`config.mk`:
```
export PLATFORM = sky130hd
export DESIGN_NAME = easter_and_month_weekday_calc
export DESIGN_NICKNAME = d
export VERILOG_FILES = /design/src/hdl/eamc_pkg.sv /design/src/hdl/easter_and_month_weekday_calc.sv /design/src/hdl/eamc_date_pipe.sv /design/src/hdl/eamc_month_seq.sv
export SDC_FILE = /design/constraint.sdc
export NUM_CORES = 1
export LEC_CHECK = 0
export CAP_MARGIN = 20
export CORE_ASPECT_RATIO = 1.2
export CORE_UTILIZATION = 35
export DETAILED_ROUTE_END_ITERATION = 10
export DONT_BUFFER_PORTS = 1
export MAX_ROUTING_LAYER = met4
export SYNTH_ARGS = -nofsm -noshare
export SYNTH_HDL_FRONTEND = slang
export SYNTH_SLANG_ARGS = --single-unit
export TNS_END_PERCENT = 20
```
`constraint.sdc`:
```
create_clock -name clk -period 6.6 [get_ports clk]
set_clock_uncertainty 0.05 [all_clocks]
set_input_delay 0.33 -clock clk [delete_from_list [all_inputs] [get_ports clk]]
set_output_delay 0.33 -clock clk [all_outputs]
set_load 0.1 [all_outputs]
```
`src/hdl/eamc_pkg.sv`:
```
// shared types, constants and month table for the easter and month weekday calculator
package eamc_pkg;

  localparam logic [15:0] YEAR_LOW  = 16'd1583;
  localparam logic [15:0] YEAR_HIGH = 16'd4099;
  localparam logic [3:0]  MONTHS    = 4'd12;
  localparam logic [2:0]  MONTH_MAR = 3'd3;
  localparam logic [2:0]  MONTH_APR = 3'd4;

  localparam logic [4:0] BASE_LEN [12] = '{
    5'd31, 5'd28, 5'd31, 5'd30, 5'd31, 5'd30,
    5'd31, 5'd31, 5'd30, 5'd31, 5'd30, 5'd31
  };

  // year summary handed from the date pipeline to the month sequencer
  typedef struct packed {
    logic       err;
    logic       leap;
    logic [2:0] emon;
    logic [4:0] eday;
    logic [2:0] wd;
  } eamc_year_t;

  // days in month m (1 is january), february gets the leap day
  function automatic logic [4:0] month_len(input logic [3:0] m, input logic leap);
    logic [4:0] len;
    begin
      if (m >= 4'd1 && m <= MONTHS) begin
        len = BASE_LEN[m - 4'd1];
      end else begin
        len = 5'd31;
      end
      if (m == 4'd2 && leap) begin
        len = 5'd29;
      end
      return len;
    end
  endfunction

endpackage

```
`src/hdl/easter_and_month_weekday_calc.sv`:
```
// top level of the easter and month weekday calculator
//
// input channel: year with in_valid / in_stall, one year per item.
// output channel: out_valid / out_stall with one item per month, january to
// december, each carrying month_number, first_weekday, month_length, the
// easter date, leap_year, range_error and last_month (set on december).
// years outside 1583 to 4099 still give twelve items, with range_error set
// and every other field zero.
// path: seven pipeline stages then the month register, which takes the year
// and presents its january item once it has finished the year before.
// output rate: one month per cycle while out_stall is low, so each year
// holds the output port for twelve items; the date pipeline holds up to seven
// further years meanwhile and keeps taking items until it fills.
// reset clears all valid bits; nothing else needs clearing.
// a stalled output holds its item; the pipeline then fills and in_stall rises
// once every stage is occupied.
module easter_and_month_weekday_calc import eamc_pkg::*; (
  input  logic        clk,
  input  logic        rst,
  input  logic        in_valid,
  output logic        in_stall,
  input  logic [15:0] year,
  output logic        out_valid,
  input  logic        out_stall,
  output logic [3:0]  month_number,
  output logic [2:0]  first_weekday,
  output logic [4:0]  month_length,
  output logic [2:0]  easter_month,
  output logic [4:0]  easter_day,
  output logic        leap_year,
  output logic        range_error,
  output logic        last_month
);

  logic       res_valid;
  logic       res_take;
  eamc_year_t res;

  eamc_date_pipe u_pipe (
    .clk       (clk),
    .rst       (rst),
    .in_valid  (in_valid),
    .in_stall  (in_stall),
    .year      (year),
    .res_valid (res_valid),
    .res_take  (res_take),
    .res       (res)
  );

  eamc_month_seq u_seq (
    .clk           (clk),
    .rst           (rst),
    .res_valid     (res_valid),
    .res_take      (res_take),
    .res           (res),
    .out_valid     (out_valid),
    .out_stall     (out_stall),
    .month_number  (month_number),
    .first_weekday (first_weekday),
    .month_length  (month_length),
    .easter_month  (easter_month),
    .easter_day    (easter_day),
    .leap_year     (leap_year),
    .range_error   (range_error),
    .last_month    (last_month)
  );

endmodule

```
`src/hdl/eamc_date_pipe.sv`:
```
// seven stage pipeline computing easter date, leap flag and weekday of 1 january
module eamc_date_pipe import eamc_pkg::*; (
  input  logic        clk,
  input  logic        rst,
  input  logic        in_valid,
  output logic        in_stall,
  input  logic [15:0] year,
  output logic        res_valid,
  input  logic        res_take,
  output eamc_year_t  res
);

  logic [6:0] v;
  logic [6:0] en;

  always_comb begin
    en[6] = !v[6] || res_take;
    for (int i = 5; i >= 0; i--) begin
      en[i] = !v[i] || en[i+1];
    end
  end

  assign in_stall  = !en[0];
  assign res_valid = v[6];

  always_ff @(posedge clk) begin
    if (rst) begin
      v <= '0;
    end else begin
      if (en[0]) v[0] <= in_valid;
      for (int i = 1; i < 7; i++) begin
        if (en[i]) v[i] <= v[i-1];
      end
    end
  end

  // stage 1: quotients by 19 and by 100 through reciprocal products
  logic [12:0] y13;
  logic [26:0] p19, p100;
  logic [12:0] y1;
  logic [7:0]  q19_1;
  logic [6:0]  q100_1;
  logic        err1;

  assign y13  = year[12:0];
  assign p19  = 27'(y13) * 27'd13798;
  assign p100 = 27'(y13) * 27'd5243;

  always_ff @(posedge clk) begin
    if (en[0]) begin
      y1     <= y13;
      q19_1  <= p19[25:18];
      q100_1 <= p100[25:19];
      err1   <= (year < YEAR_LOW) || (year > YEAR_HIGH);
    end
  end

  // stage 2: golden number, century terms, leap rule
  logic [12:0] m19, m100, rem19, rem100;
  logic [6:0]  cent;
  logic [8:0]  c3;
  logic [9:0]  x25;
  logic [15:0] p25;
  logic [4:0]  gold2;
  logic [7:0]  solar2, lunar2;
  logic        leap2, err2;
  logic [13:0] y54_2;

  assign m19    = 13'(q19_1) * 13'd19;
  assign m100   = 13'(q100_1) * 13'd100;
  assign rem19  = y1 - m19;
  assign rem100 = y1 - m100;
  assign cent   = q100_1 + 7'd1;
  assign c3     = 9'(cent) * 9'd3;
  assign x25    = {cent, 3'b000} + 10'd5;
  assign p25    = 16'(x25) * 16'd41;

  always_ff @(posedge clk) begin
    if (en[1]) begin
      gold2  <= rem19[4:0] + 5'd1;
      solar2 <= 8'(c3 >> 2) - 8'd12;
      lunar2 <= 8'(p25[15:10]) - 8'd5;
      leap2  <= (rem100 == 13'd0) ? (q100_1[1:0] == 2'd0) : (y1[1:0] == 2'd0);
      y54_2  <= 14'(y1) + 14'(y1 >> 2);
      err2   <= err1;
    end
  end

  // stage 3: epact sum before reduction, sunday term
  logic [8:0]  g11;
  logic [8:0]  esum3;
  logic [13:0] dsun3;
  logic [4:0]  gold3;
  logic        leap3, err3;

  assign g11 = 9'(gold2) * 9'd11;

  always_ff @(posedge clk) begin
    if (en[2]) begin
      esum3 <= g11 + 9'd20 + 9'(lunar2) - 9'(solar2);
      dsun3 <= y54_2 - 14'(solar2) - 14'd10;
      gold3 <= gold2;
      leap3 <= leap2;
      err3  <= err2;
    end
  end

  // stage 4: epact mod 30 with its correction, paschal full moon
  logic [16:0] p30;
  logic [8:0]  ep;
  logic [4:0]  epact, epact_adj;
  logic [5:0]  full0;
  logic [5:0]  full4;
  logic [13:0] dsun4;
  logic        leap4, err4;

  assign p30 = 17'(esum3) * 17'd137;
  assign ep  = esum3 - 9'(p30[16:12]) * 9'd30;

  always_comb begin
    epact = ep[4:0];
    if ((epact == 5'd25 && gold3 > 5'd11) || epact == 5'd24) begin
      epact_adj = epact + 5'd1;
    end else begin
      epact_adj = epact;
    end
    full0 = 6'd44 - 6'(epact_adj);
  end

  always_ff @(posedge clk) begin
    if (en[3]) begin
      full4 <= (full0 < 6'd21) ? full0 + 6'd30 : full0;
      dsun4 <= dsun3;
      leap4 <= leap3;
      err4  <= err3;
    end
  end

  // stage 5: sum for the sunday search and its quotient by 7
  logic [13:0] t5_w;
  logic [27:0] p7;
  logic [13:0] t5;
  logic [11:0] q7_5;
  logic [5:0]  full5;
  logic        leap5, err5;

  assign t5_w = dsun4 + 14'(full4);
  assign p7   = 28'(t5_w) * 28'd9363;

  always_ff @(posedge clk) begin
    if (en[4]) begin
      t5    <= t5_w;
      q7_5  <= p7[27:16];
      full5 <= full4;
      leap5 <= leap4;
      err5  <= err4;
    end
  end

  // stage 6: easter sunday, month and day of year
  logic [14:0] m7, r7w;
  logic [5:0]  f2;
  logic [4:0]  eday_w;
  logic [2:0]  emon_w;
  logic [6:0]  doy_w;
  logic [4:0]  eday6;
  logic [2:0]  emon6;
  logic [6:0]  doy6;
  logic        leap6, err6;

  assign m7  = 15'(q7_5) * 15'd7;
  assign r7w = 15'(t5) - m7;
  assign f2  = full5 + 6'd7 - 6'(r7w[2:0]);

  always_comb begin
    if (f2 > 6'd31) begin
      eday_w = 5'(f2 - 6'd31);
      emon_w = MONTH_APR;
      doy_w  = 7'd90 + 7'(leap5) + 7'(eday_w);
    end else begin
      eday_w = f2[4:0];
      emon_w = MONTH_MAR;
      doy_w  = 7'd59 + 7'(leap5) + 7'(eday_w);
    end
  end

  always_ff @(posedge clk) begin
    if (en[5]) begin
      eday6 <= eday_w;
      emon6 <= emon_w;
      doy6  <= doy_w;
      leap6 <= leap5;
      err6  <= err5;
    end
  end

  // stage 7: weekday of 1 january from easter's day of year
  logic [14:0] pd;
  logic [6:0]  rd;
  logic [2:0]  r;
  logic [2:0]  wd_w;

  assign pd = 15'(doy6) * 15'd147;
  assign rd = doy6 - 7'(pd[14:10]) * 7'd7;
  assign r  = rd[2:0];

  always_comb begin
    case (r)
      3'd0:    wd_w = 3'd1;
      3'd1:    wd_w = 3'd0;
      default: wd_w = 3'(4'd8 - 4'(r));
    endcase
  end

  always_ff @(posedge clk) begin
    if (en[6]) begin
      res.err  <= err6;
      res.leap <= leap6;
      res.emon <= emon6;
      res.eday <= eday6;
      res.wd   <= wd_w;
    end
  end

endmodule

```
`src/hdl/eamc_month_seq.sv`:
```
// month sequencer and output register, twelve results per year item
module eamc_month_seq import eamc_pkg::*; (
  input  logic       clk,
  input  logic       rst,
  input  logic       res_valid,
  output logic       res_take,
  input  eamc_year_t res,
  output logic       out_valid,
  input  logic       out_stall,
  output logic [3:0] month_number,
  output logic [2:0] first_weekday,
  output logic [4:0] month_length,
  output logic [2:0] easter_month,
  output logic [4:0] easter_day,
  output logic       leap_year,
  output logic       range_error,
  output logic       last_month
);

  logic       valid;
  logic [3:0] idx;
  logic [2:0] wd;
  eamc_year_t cur;

  logic       adv;
  logic       at_last;
  logic [4:0] len;
  logic [3:0] wsum;

  assign adv      = valid && !out_stall;
  assign at_last  = (idx == MONTHS);
  assign res_take = res_valid && (!valid || (adv && at_last));
  assign len      = month_len(idx, cur.leap);
  // len mod 7 is len - 28 for every month length
  assign wsum     = 4'(wd) + 4'(len - 5'd28);

  always_ff @(posedge clk) begin
    if (rst) begin
      valid <= 1'b0;
    end else if (res_take) begin
      valid <= 1'b1;
    end else if (adv && at_last) begin
      valid <= 1'b0;
    end
  end

  always_ff @(posedge clk) begin
    if (res_take) begin
      idx <= 4'd1;
      wd  <= res.wd;
      cur <= res;
    end else if (adv && !at_last) begin
      idx <= idx + 4'd1;
      wd  <= (wsum >= 4'd7) ? 3'(wsum - 4'd7) : wsum[2:0];
    end
  end

  assign out_valid     = valid;
  assign range_error   = cur.err;
  assign month_number  = cur.err ? 4'd0 : idx;
  assign first_weekday = cur.err ? 3'd0 : wd;
  assign month_length  = cur.err ? 5'd0 : len;
  assign easter_month  = cur.err ? 3'd0 : cur.emon;
  assign easter_day    = cur.err ? 5'd0 : cur.eday;
  assign leap_year     = !cur.err && cur.leap;
  assign last_month    = !cur.err && at_last;

endmodule

```
==> results of run 1 <==
state kept, by name, summed over array words and instances (netlist names), 8 cells and up:
signal and flops:
u_pipe.dsun3 14, u_pipe.dsun4 14, u_pipe.y54_2 14, u_pipe.y1 13, u_pipe.res 12, u_pipe.esum3 9
u_pipe.solar2 8, u_seq.cur 8
cell usage after synthesis (6+ instances only):
master and count:
ha_1 439, inv_1 415, fa_1 175, edfxtp_1 166, xnor2_1 108, nor2_1 70, a21oi_1 68, nand2_1 42
xor2_1 39, o21ai_0 38, a21o_1 29, nor2b_1 29, nand3_1 27, nor3_1 23, dfxtp_1 12, o21bai_1 12
a211oi_1 10, nand2b_1 10, o21a_1 10, a31oi_1 9, clkbuf_1 9, nand4_1 8, or3_1 8, mux2i_1 7
or2_2 7, and2_1 6
repair_timing:
item | 4_1_cts | 5_1_grt
pin swaps | 0 | 7
setup endpoints to repair | 2 | 5
hold endpoints to repair | 22 | 0
hold buffers | 16 | 0
buffers inserted | 0 | 6
resized for setup | 2 | 13
per-layer routing:
layer  vias up  global-route usage  wire length [um]
li1       6285                   -                 -
met1      6062               0.160             15800
met2       120               0.252             19700
met3        44              0.0219               917
met4         0              0.0455               740
met5         -                   -                 0
worst max-delay path by stage:
stage | start | to | slack [ns] | cells after the start
floorplan | u_pipe.esum3[1] | u_pipe.full4[2] | 0.08 | 28
global placement | u_pipe.esum3[1] | u_pipe.full4[1] | 0.06 | 27
detailed placement | u_pipe.esum3[1] | u_pipe.full4[2] | -0.03 | 27
CTS | u_pipe.esum3[1] | u_pipe.full4[2] | 0.03 | 28
global route | u_pipe.esum3[1] | u_pipe.full4[2] | -0.04 | 27
finish | u_pipe.esum3[1] | u_pipe.full4[1] | 0.27 | 25
area by class of cell:
| type | count | area (sq um) |
|---|---|---|
| inverter | 416 | 1560 |
| timing repair buffer | 43 | 390 |
| tap | 727 | 910 |
| clock inverter | 15 | 183 |
| sequential | 178 | 5230 |
| multi-input combinational | 1247 | 13300 |
| fill | 5423 | 34300 |
| clock buffer | 17 | 425 |
cells by family (layout without fill, tap and decap cells):
family / Yosys count / count (layout) / share of synthesized area
adders and majority gates: 616 / 616 / 0.451
buffers and inverters: 430 / 491 / 0.0815
and+or+nand+nor: 251 / 251 / 0.0625
AOI/OAI and AO/OA: 223 / 223 / 0.0728
DFF: 178 / 178 / 0.261
xor gates and xnor gates: 149 / 149 / 0.0667
muxes: 8 / 8 / 0.00407
per-stage QoR:
stage | cells | utilization | TNS [ns]
6_report | 2643 | 0.390 | 0
5_1_grt | 2643 | 0.390 | -0.0861
4_1_cts | 2635 | 0.388 | 0
3_5_place_dp | 2587 | 0.374 | -0.0434
3_3_place_gp | 2587 | 0.374 | 0
2_1_floorplan | 1855 | - | 0
==> key figures, run 1 <==
Placed design
  • I/O Buffers: 0
  • Gpl congestion: 0.884
  • Setup WS pre-CTS: -0.0309 ns
  • Post-placement cell area: 21,000 sq um
  • DPL Wire Length: 32,000 um

Clock network
  • CTS tree: built
  • CTS root buf: clkbuf_16
  • Skew-Pair Late Insertion Delay: roughly 0.45 ns
  • Clock Path Buffers: 2
  • H-tree levels: 4
  • TritonCTS Buffers: 17
  • # clock sinks: around 180
  • Clock slew at reported path FFs: 0.08 ns

Drt
  • Routed via count: between 10,000 and 15,000
  • Drt drc: 1
  • WL per Instance: between 10 and 15 um
  • DR iter-0 viols: 484
  • Via/cell ratio: roughly 4.7
  • ANT nets after route: 0
  • Routed wire length: approximately 37,000 um
  • Drt pass-1 iters: 10

Layout
  • Most common cell after layout, fill and taps aside: ha_1
  • Area delta synth->final: 9.84%
  • Ant. Diodes: 0
  • Fin area: 22,000 sq um
  • Share of post-route cells with drive strength above 1: 0.0553
  • Most frequent cells in the layout: ha_1 (438), inv_1 (414), fa_1 (175)
  • Nets: about 2,500

Critical path
  • RR Startpoint: u_pipe.esum3[1]
  • Worst R2R End: u_pipe.full4[1]
  • Type of the worst setup path: reg -> reg
  • Critical Path Most Common Cell: ha_1
  • CP top delay family: adder cells
  • CP max FO: 5
  • Worst path bufs/invs: 2
  • Register-to-Register Path Depth: 25
  • Startpoint Class: flop
  • Req. time, crit path: a little under 7 ns
  • CP arrival: between 6 and 7 ns
  • Slowest CP cell: or4_1
  • Worst setup EP type: flop
  • R2R Setup Slk: 0.27 ns
  • Slowest Stage Delay on Critical Path: roughly 0.54 ns

Logic synthesis
  • Post-Syn Nets: 2,489
  • Post-Syn Area per Cell: between 10 and 15 sq um
  • Synth top area share: 0.275
  • Number of synthesized flops with an enable pin: about 170
  • Synth Cell Area: 20,000 sq um
  • Ys Warns: 0
  • Sequential share of the synthesized area: 0.261
  • Synth area leaders: ha_1 (27%), edfxtp_1 (25%), fa_1 (18%), inv_1 (7.8%), xnor2_1 (4.7%)
  • Top cell type by total area after synthesis: ha_1
  • Syn Inst Count: roughly 1,900
  • Async SR Flop Fraction: 0
  • Yosys reg bits: ~180
  • Ys flop type: edfxtp_1
  • Yosys cell types: 66

Min path
  • Hold Path Depth: 2
  • Worst hold start: year[15]
  • WHS Endpoint: u_pipe.err1
  • Worst hold path type: in -> reg

Timing
  • Rel. slew slack: 0.210
  • Endpoints failing setup: 0
  • Final hold slack: ~0.015 ns
  • Final Cycle Share: 0.959
  • Final Hold Viols: 0
  • Slew @ Worst Pin: 1.18 ns
  • Final min period: about 6.3 ns
  • Slew Viols, Final: 0
  • Final worst setup slack: around 0.27 ns
  • Fmax: 158 MHz

Die
  • Area of the core: 56,200 sq um
  • I/O Pins: between 40 and 50
  • Initial core utilization: 0.356
  • Die W: roughly 220 um
  • Site row count: 95
  • Die area: 58,100 sq um
  • Die height: around 260 um

Global routing
  • Total GRT Usage: 0.141
  • First-pass GRT wire length: around 63,000 um
  • Largest net degree at the start of global routing: 37
  • Vias in the first global route: 13,400
  • GRT overflow: 0
  • Initial antenna violation count: 0

Run status
  • Failing checks: design-rule violations
  • Status: finished, violations left

Job
  • # Max-Cap Violations: 0
Power of run 1 is left out: the tool's default activity adds up to more than one toggle a clock period on the data nets, which glitch-free logic cannot reach.
==> run 2, diff against run 1 <==
--- a/config.mk
+++ b/config.mk
@@ -5,12 +5,14 @@
 export SDC_FILE = /design/constraint.sdc
 export NUM_CORES = 1
 export LEC_CHECK = 0
+export ABC_AREA = 1
 export CAP_MARGIN = 20
 export CORE_ASPECT_RATIO = 1.2
 export CORE_UTILIZATION = 35
 export DETAILED_ROUTE_END_ITERATION = 10
 export DONT_BUFFER_PORTS = 1
 export MAX_ROUTING_LAYER = met4
+export SKIP_CTS_REPAIR_TIMING = 1
 export SYNTH_ARGS = -nofsm -noshare
 export SYNTH_HDL_FRONTEND = slang
 export SYNTH_SLANG_ARGS = --single-unit
==> key figures, run 2 <==
Critical path
  • Critical Path Most Common Cell: nand2_1
  • Worst path bufs/invs: 2
  • WP depth: 37
  • CP max FO: 4
  • Req. time, crit path: 6.75 ns
  • Slowest Stage Delay on Critical Path: about 0.46 ns
  • Type of the worst setup path: reg -> reg
  • CP arrival: between 6 and 7 ns
  • Register-to-Register Path Depth: 37
  • RR Startpoint: u_pipe.esum3[5]
  • CP top delay family: adder cells
  • Slowest CP cell: fa_1
  • Worst setup EP type: flop
  • CP Launch Point: u_pipe.esum3[5]
  • Startpoint Class: flop

Drt
  • WL per Instance: approximately 14 um
  • ANT nets after route: 0
  • Routed wire length: slightly below 40,000 um
  • DR WL met3: between 800 and 900 um
  • Drt drc: 0
  • DR iter-0 viols: around 380
  • Met2 Wirelength: 21,500 um
  • Met1 WL: between 15,000 and 20,000 um
  • Via/cell ratio: 4.65
  • Routed via count: approximately 13,000
  • Drt pass-1 iters: 4
  • Top layer in use: met4

Die
  • Die height: between 200 and 300 um
  • Die area: 59,100 sq um
  • Area of the core: roughly 57,000 sq um
  • Die W: roughly 220 um
  • Initial core utilization: 0.355
  • Site row count: between 90 and 100
  • I/O Pins: between 40 and 50

Clock network
  • TritonCTS Buffers: 17
  • CTS root buf: clkbuf_16
  • # clock sinks: 178
  • H-tree levels: 4
  • Clock slew at reported path FFs: ~0.07 ns
  • Clock Path Buffers: 2
  • CTS tree: built
  • Skew-Pair Late Insertion Delay: approximately 0.44 ns

Logic synthesis
  • Async SR Flop Fraction: 0
  • Top-count cell post-synth: inv_1
  • Post-Syn Nets: approximately 2,700
  • Number of synthesized flops with an enable pin: roughly 170
  • Top cells by count, synth: inv_1 (502), ha_1 (439), nand2_1 (200)
  • Post-Syn Area per Cell: 9.96 sq um
  • Syn Inst Count: roughly 2,000
  • Synth Cell Area: just over 20,000 sq um
  • Sequential share of the synthesized area: 0.257
  • Ys flop type: edfxtp_1
  • Yosys cell types: between 50 and 60
  • Top cell type by total area after synthesis: ha_1
  • Ys Warns: 0
  • Yosys reg bits: between 150 and 200
  • Synth top area share: 0.270
  • Synth area leaders: ha_1 (27%), edfxtp_1 (25%), fa_1 (17%), inv_1 (9.3%), nand2_1 (3.7%)

Layout
  • Nets: between 2,000 and 3,000
  • Most frequent cells in the layout: inv_1 (501), ha_1 (439), nand2_1 (200)
  • Ant. Diodes: 0
  • Fin area: 22,100 sq um
  • Share of post-route cells with drive strength above 1: 0.0556
  • Most common cell after layout, fill and taps aside: inv_1
  • Post-Route Utilization: 0.385
  • Area delta synth->final: 8.56%
  • Regs by FF count: u_pipe.dsun3 x14, u_pipe.dsun4 x14, u_pipe.y54_2 x14

Timing
  • Slew Viols, Final: 0
  • Rel. slew slack: 0.207
  • Slew @ Worst Pin: ~1.2 ns
  • Fmax: between 150 and 200 MHz
  • Final hold slack: 0.0673 ns
  • Final Hold Viols: 0
  • Post-route setup TNS: 0 ns
  • Endpoints failing setup: 0
  • Final min period: 6.14 ns
  • Final Cycle Share: 0.931
  • RSZ-0062 raised after global routing: false

Placed design
  • DPL Wire Length: between 30,000 and 40,000 um
  • Gpl congestion: 0.939
  • I/O Buffers: 0
  • Post-placement cell area: between 20,000 and 25,000 sq um

Run status
  • Status: complete, no violations

Global routing
  • Vias in the first global route: approximately 14,000
  • First-pass GRT wire length: around 66,000 um
  • Total GRT Usage: 0.142
  • GRT overflow: 0
  • Largest net degree at the start of global routing: 38
  • Initial antenna violation count: 0

Min path
  • Worst hold path type: in -> reg
  • Hold Path Depth: 2
  • Worst hold start: out_stall

Job
  • # Max-Cap Violations: 0
## run 2: cell count changes in the layout (fill, tap and decap cells not counted), sizes merged, moves of 23 or more
cell   change
nand3     +28
a21oi     +26
a21o      -23
xnor2     -51
xor2      +41
nor2b     -29
nand2    +172
inv       +99
## run 2: per-layer routing
metal	vias to the layer above	track usage
li1	6626	-
met1	6271	0.146
met2	158	0.274
met3	61	0.0175
met4	0	0.0497
met5	-	-
## run 2: logic make-up (layout without fill, tap and decap cells)
logic type      count (synthesis)  after routing  share of synthesized area
compound gates                188            188                     0.0549
flops                         178            178                      0.257
fa+ha+maj                     614            614                      0.442
mux                             2              2                   0.000984
xor+xnor                      138            138                     0.0605
buf+inv                       525            571                     0.0975
simple gates                  397            397                     0.0869
## run 2: path summary, 6_finish.rpt
| check | end | slack [ns] |
|---|---|---|
| setup / recovery | u_pipe.full4[3] | 0.46 |
| hold / removal | u_seq.out_valid | 0.07 |
| setup reg to reg | u_pipe.full4[3] | 0.46 |
| hold reg to reg | u_pipe.dsun4[4] | 0.37 |
## run 2: worst reg2reg max path: cells and delay by family (launching register included)
kind            cells  cell delay [ns]
flops               1             0.44
fa+ha+maj          10             3.08
simple gates       21             1.46
xor+xnor            1             0.15
compound gates      3             0.58
buf+inv             2             0.14
## run 2: final cells by class
| class | instances | area [sq um] |
|---|---|---|
| well taps | 735 | 920 |
| fillers | 5533 | 35200 |
| clock buffers | 17 | 425 |
| inverters | 518 | 1940 |
| clock inverters | 15 | 194 |
| flip-flops and latches | 178 | 5230 |
| repair buffers | 21 | 195 |
| multi-input cells | 1339 | 13200 |
## run 2: metrics by stage
step                cells  setup slack (ns)
floorplan            2042             0.800
global placement     2776             0.517
detailed placement   2776             0.443
CTS                  2808             0.433
global route         2823            0.0238
finish               2823             0.458
Power of run 2 is left out for the same reason.
